<file path="config.mk">
export PLATFORM = sky130hd
export DESIGN_NAME = gcd_isqrt
export DESIGN_NICKNAME = d
export VERILOG_FILES = /design/src/rtl/core/gcd_pkg.sv /design/src/rtl/core/gcd_isqrt.sv
export SDC_FILE = /design/constraint.sdc
export NUM_CORES = 2
export LEC_CHECK = 0
export BUFFER_PORTS_ARGS = -buffer_cell sky130_fd_sc_hd__buf_4
export CAP_MARGIN = 25
export CORE_AREA = 4 4 439 441
export CTS_CLUSTER_SIZE = 20
export DETAILED_ROUTE_END_ITERATION = 8
export DIE_AREA = 0 0 443 445
export PLACE_DENSITY_LB_ADDON = 0.15
export SLEW_MARGIN = 20
export SYNTH_ARGS = -nofsm -noshare
export SYNTH_HDL_FRONTEND = slang
export SYNTH_MEMORY_MAX_BITS = 65536
export SYNTH_SLANG_ARGS = --single-unit
export TNS_END_PERCENT = 100
</file>
<file path="constraint.sdc">
create_clock -name clk_i -period 7 [get_ports clk_i]
set_input_delay 0.7 -clock clk_i [delete_from_list [all_inputs] [get_ports clk_i]]
set_output_delay 0.7 -clock clk_i [all_outputs]
set_load 0.02 [all_outputs]
</file>
<file path="src/rtl/core/gcd_pkg.sv">
// Shared constants and helper functions of the great-circle distance unit.
package gcd_pkg;

  localparam int CORDIC_STAGES = 24;
  localparam int TAB_LEN       = 32;
  localparam int SQRT_STEPS    = 32;
  localparam int ANGLE_W       = 34;
  localparam int PROD_W        = 2 * ANGLE_W;

  localparam logic signed [ANGLE_W-1:0] FULL_TURN_Q24    = 34'sd6039797760;
  localparam logic signed [ANGLE_W-1:0] HALF_TURN_Q24    = 34'sd3019898880;
  localparam logic signed [ANGLE_W-1:0] QUARTER_TURN_Q24 = 34'sd1509949440;
  localparam logic        [29:0]        DEG2RAD_K        = 30'd599690565;
  localparam logic signed [ANGLE_W-1:0] GAIN_INV_Q30     = 34'sd652032874;
  localparam logic        [30:0]        ONE_Q30          = 31'd1073741824;
  localparam logic        [23:0]        RADIUS_RESET     = 24'd6378137;

  // atan(2^-i) in Q30, truncated
  function automatic logic signed [ANGLE_W-1:0] atan_q30(input int unsigned i);
    logic [29:0] v;
    unique case (i)
      0:  v = 30'd843314856;
      1:  v = 30'd497837829;
      2:  v = 30'd263043836;
      3:  v = 30'd133525158;
      4:  v = 30'd67021686;
      5:  v = 30'd33543515;
      6:  v = 30'd16775850;
      7:  v = 30'd8388437;
      8:  v = 30'd4194282;
      9:  v = 30'd2097149;
      10: v = 30'd1048575;
      11: v = 30'd524287;
      12: v = 30'd262143;
      13: v = 30'd131071;
      14: v = 30'd65535;
      15: v = 30'd32767;
      16: v = 30'd16383;
      17: v = 30'd8191;
      18: v = 30'd4095;
      19: v = 30'd2047;
      20: v = 30'd1023;
      21: v = 30'd511;
      22: v = 30'd255;
      23: v = 30'd127;
      24: v = 30'd63;
      25: v = 30'd31;
      26: v = 30'd15;
      27: v = 30'd7;
      28: v = 30'd3;
      29: v = 30'd1;
      default: v = 30'd0;
    endcase
    return {4'd0, v};
  endfunction

  // Round a Q60 product back to Q30: round the magnitude, restore the sign.
  function automatic logic signed [ANGLE_W-1:0] round_q30(input logic signed [PROD_W-1:0] p);
    logic [PROD_W-1:0] mag;
    logic [PROD_W-1:0] r;
    logic signed [ANGLE_W-1:0] rs;
    mag = p[PROD_W-1] ? PROD_W'(-p) : PROD_W'(p);
    r   = (mag + (PROD_W'(1) << 29)) >> 30;
    rs  = ANGLE_W'(r);
    return p[PROD_W-1] ? -rs : rs;
  endfunction

endpackage

</file>
<file path="src/rtl/core/gcd_isqrt.sv">
// Pipelined floor square root of a Q30 value, one result bit per stage.
module gcd_isqrt import gcd_pkg::*; (
  input  logic        clk_i,
  input  logic        rst_ni,
  input  logic        en_i,
  input  logic        valid_i,
  input  logic [30:0] value_i,
  output logic        valid_o,
  output logic [30:0] root_o
);

  logic [63:0] n_q [SQRT_STEPS+1];
  logic [63:0] r_q [SQRT_STEPS+1];
  logic        v_q [SQRT_STEPS+1];

  always_ff @(posedge clk_i or negedge rst_ni) begin
    if (!rst_ni) begin
      v_q[0] <= 1'b0;
    end else if (en_i) begin
      v_q[0] <= valid_i;
    end
  end

  always_ff @(posedge clk_i) begin
    if (en_i) begin
      n_q[0] <= {3'd0, value_i, 30'd0};
      r_q[0] <= '0;
    end
  end

  for (genvar k = 0; k < SQRT_STEPS; k++) begin : g_step
    localparam logic [63:0] Bit = 64'd1 << (2 * (SQRT_STEPS - 1) - 2 * k);
    logic [63:0] trial;
    assign trial = r_q[k] + Bit;

    always_ff @(posedge clk_i or negedge rst_ni) begin
      if (!rst_ni) begin
        v_q[k+1] <= 1'b0;
      end else if (en_i) begin
        v_q[k+1] <= v_q[k];
      end
    end

    always_ff @(posedge clk_i) begin
      if (en_i) begin
        if (n_q[k] >= trial) begin
          n_q[k+1] <= n_q[k] - trial;
          r_q[k+1] <= (r_q[k] >> 1) + Bit;
        end else begin
          n_q[k+1] <= n_q[k];
          r_q[k+1] <= r_q[k] >> 1;
        end
      end
    end
  end

  assign valid_o = v_q[SQRT_STEPS];
  assign root_o  = r_q[SQRT_STEPS][30:0];

endmodule

</file>
==> summary.md <==
| Metric | Value |
|---|---|
| CTS sink count | `~1800` |
| Port Buf Inserts | `66` |
| Max Fclk | `196.7 MHz` |
| FF-to-FF path depth | `12` |
| Hold Crit Depth | `2` |
| Netlist Area Pre-Place | `approximately 0.096 mm²` |
| Syn Inst Count | `8263` |
| Total negative slack | `0 ns` |
| Horizontal extent of the die | `around 440 µm` |
| Power Density | `~310 mW/mm²` |
| FF-to-FF setup slack | `1.92 ns` |
| Share of total power consumed by net switching | `0.3024` |
| Drt total wl | `206.2 mm` |
| Setup repair after global routing missed its margin | `no` |
| Top fanout value on the critical path | `40` |
| Synthesized area per cell | `11.60 µm²` |
| Clock transition at path regs | `around 0.06 ns` |
| I/O pin cnt | `between 60 and 70` |
| Slew at the pin closest to its max-slew limit | `between 1 and 1.5 ns` |
| Number of fillers in the final layout | `15560` |
| Run status | `finished, final reports clean` |
| Number of buffers between clock root and the deepest sink | `3` |
| Yosys warnings | `0` |
| Sequential fraction of the synthesis area | `0.5743` |
| Final #Nets | `9011` |
| Leading register cell type out of synthesis | `sky130_fd_sc_hd__edfxtp_1` |
| CTS H-Tree Depth | `4` |
| Number of enable flip-flop cells after synthesis | `1806` |
| Layout Area Growth over Synthesis | `10.64%` |
| Average via count per standard cell | `5.602` |
| Total overflow reported by the global router | `0` |
| IR drop worst, VDD | `0.2131 mV` |
| Routed wirelength normalized by instance count | `18.56 µm` |
| Final standard cell utilization of the core | `0.5607` |
| Leakage Power | `a little over 40 nW` |
| Total CTS buffers | `197` |
| Crit start category | `flip-flop` |
| DP HPWL | `154.4 mm` |
| GRT Total Usage | `0.2076` |
| Register bit total from synthesis | `1839` |
| Internal power | `22.99 mW` |
| Worst endpoint required time | `7.55 ns` |
| Buffer cell driving the clock tree root | `sky130_fd_sc_hd__clkbuf_16` |
| Detailed Route Iter0 Violations | `about 3800` |
| Max capacitance violation total | `0` |
| Overall die area | `0.1971 mm²` |
| Data arrival, critical path | `5.63 ns` |
| First drt pass iteration count | `8` |
| Category of the worst setup path capture point | `flip-flop` |
| Crit Path Category | `reg -> reg` |
| Part of the power in combinational logic | `0.231` |
| Floorplan core area | `0.1892 mm²` |
| Initial Utilization | `0.5067` |
| Share of the synthesized area in the top cell type | `0.5657` |
| Die height | `about 450 µm` |
| Worst-case clock skew | `approximately 0.048 ns` |
| Count of different cell masters after synthesis | `94` |
| Residual DRC count | `0` |
| Initial antenna violation count | `0` |
| Post-detailed-route count of antenna-violating nets | `0` |
| Share of final-layout standard cells stronger than drive strength 1 | `0.06664` |
| Number of diodes | `0` |
| Later-pin clock latency in the skew report | `0.84 ns` |
| Via count | `62240` |
| Number of placement rows | `160` |
| Number of slew-limit violations in the final report | `0` |
| Final Wtd Congestion | `between 0.8 and 0.9` |
| Hold WC Path Type | `in -> reg` |
| Share of async-settable or async-resettable flops after synthesis | `0.01794` |
| Clock tree from TritonCTS | `yes` |
| Relative slew margins | `0.2240` |
| Switching power | `between 9 and 10 mW` |
| Share of power burned in the clock network | `0.303` |
| Largest cells by area after synthesis | `sky130_fd_sc_hd__edfxtp_1, sky130_fd_sc_hd__ha_1, sky130_fd_sc_hd__xnor2_1` |
| Power share of the sequential group | `0.465` |
| Number of hold violations in the final report | `0` |
| Number of setup violations in the final report | `0` |
| Overall power of the completed layout | `approximately 33 mW` |
| Yosys top cell by area | `sky130_fd_sc_hd__edfxtp_1` |
| Net count after synthesis | `8838` |
| Largest net degree at the start of global routing | `roughly 200` |
| Period utilisation layout | `0.7264` |
| Clock period minus final worst setup slack | `5.085 ns` |
| Wire length of the first global-routing pass | `329.5 mm` |
| Vias in the first global route | `around 63000` |
-- worst max-delay path: stages, from the launching register on --
cell and delay [ns]:
sky130_fd_sc_hd__edfxtp_1 0.45, sky130_fd_sc_hd__ha_1 0.26, sky130_fd_sc_hd__fa_1 0.42, sky130_fd_sc_hd__a21oi_1 0.21, sky130_fd_sc_hd__o221ai_1 0.30, sky130_fd_sc_hd__o311ai_0 0.83, sky130_fd_sc_hd__o21ai_0 0.44, sky130_fd_sc_hd__o21ai_0 0.61
sky130_fd_sc_hd__o31a_1 0.22, sky130_fd_sc_hd__buf_4 0.36, sky130_fd_sc_hd__inv_1 0.41, sky130_fd_sc_hd__nor2_1 0.18, sky130_fd_sc_hd__a21oi_1 0.06
-- timing repair --
action                                  in CTS  in global routing
gates resized for setup                      0                  0
hold buffers                                32                  0
endpoints found under the setup margin       0                  0
hold endpoints to repair                    64                  0
buffers inserted                             0                  0
-- state kept, by name, indices dropped and copies added (netlist names) --
signal	cells
r_q	526
n_q	1280
v_q	32
valid_o	1
-- synthesized netlist by cell type, drive strengths merged (15+ instances only) --
master / count
nand4b: 19
or4: 60
nor3: 234
o2111ai: 17
a211o: 21
a2111oi: 17
o21ai: 560
inv: 685
nand3b: 34
a211oi: 33
o21a: 72
fa: 15
a21o: 207
o31ai: 38
nand4: 73
xor2: 420
o211ai: 33
nand2b: 120
nor2b: 67
a21boi: 17
xnor2: 421
nor4: 170
nor4b: 22
a31oi: 39
o21bai: 47
buf: 26
mux2: 87
and2: 35
nand2: 713
nor2: 487
a21oi: 445
clkbuf: 164
ha: 525
or2: 35
nand3: 152
and3: 41
edfxtp: 1806
or3: 97
dfrtp: 33
-- logic make-up after synthesis --
logic type               after synthesis  synth area share
buffers and inverters                875           0.03448
AO/OA/AOI/OAI                       1679            0.1080
multiplexers                          94           0.01095
XOR/XNOR                             841           0.07684
flip-flops                          1839            0.5743
AND/OR/NAND/NOR                     2395            0.1238
adder cells (fa/ha/maj)              540           0.07165
-- power by group through the flow --
stage / Combinational, mW / Sequential, mW / Clock, mW
floorplan: 5.83 / 15.1 / 0
global placement: 7.43 / 15.5 / 0
detailed placement: 7.57 / 15.5 / 0
CTS: 7.62 / 15.3 / 10.3
global route: 8.52 / 15.5 / 10.8
finish: 7.63 / 15.3 / 10.0
-- path summary, 6_finish.rpt --
kind / start / to
min in group asynchronous: rst_ni / v_q[1]
worst min-delay path: valid_i / v_q[32]
worst max register to register: n_q[25][14] / n_q[26][28]
worst max-delay path: n_q[25][14] / n_q[26][28]
max in group asynchronous: rst_ni / v_q[16]
worst min register to register: n_q[0][46] / n_q[1][46]
-- final cells by class --
type,instances,area [µm²],area share
clock inverter,123,1144,0.01078
sequential,1839,55060,0.5191
inverter,685,2571,0.02424
timing repair buffer,164,1410,0.01329
tap,2511,3142,0.02962
multi-input combinational,5549,37590,0.3544
clock buffer,239,5150,0.04855
-- layer usage --
layer | vias to the layer above | part of all wire | GRT usage
met1 | 29900 | 0.38 | 0.2258
met5 | - | 0 | 0
li1 | 30570 | - | -
met3 | 497 | 0.034 | 0.02752
met4 | 0 | 0.050 | 0.1006
met2 | 1277 | 0.53 | 0.3957
-- layout by cell type (no fill, tap or decap), types with 72 or more instances in the layout --
cell type	count
sky130_fd_sc_hd__a21o_1	206
sky130_fd_sc_hd__a21oi_1	444
sky130_fd_sc_hd__buf_4	121
sky130_fd_sc_hd__clkbuf_16	199
sky130_fd_sc_hd__edfxtp_1	1806
sky130_fd_sc_hd__ha_1	525
sky130_fd_sc_hd__inv_1	685
sky130_fd_sc_hd__mux2_2	87
sky130_fd_sc_hd__nand2_1	713
sky130_fd_sc_hd__nand2b_1	120
sky130_fd_sc_hd__nand3_1	152
sky130_fd_sc_hd__nand4_1	73
sky130_fd_sc_hd__nor2_1	486
sky130_fd_sc_hd__nor3_1	229
sky130_fd_sc_hd__nor4_1	165
sky130_fd_sc_hd__o21a_1	72
sky130_fd_sc_hd__o21ai_0	557
sky130_fd_sc_hd__or3_1	96
sky130_fd_sc_hd__xnor2_1	421
sky130_fd_sc_hd__xor2_1	420
-- per-stage QoR --
step	hold WS, ns	area [µm²]	std cells	worst slack (ns)
5_1_grt	0.04522	106100	11110	1.648
2_1_floorplan	0.4003	95860	8263	2.475
6_report	0.1024	106100	11110	1.915
4_1_cts	0.02181	106000	11110	1.771
3_5_place_dp	0.4045	99400	10710	1.766
3_3_place_gp	0.4011	99360	10710	1.712
Note: power is estimated with default switching activity, not from simulation.
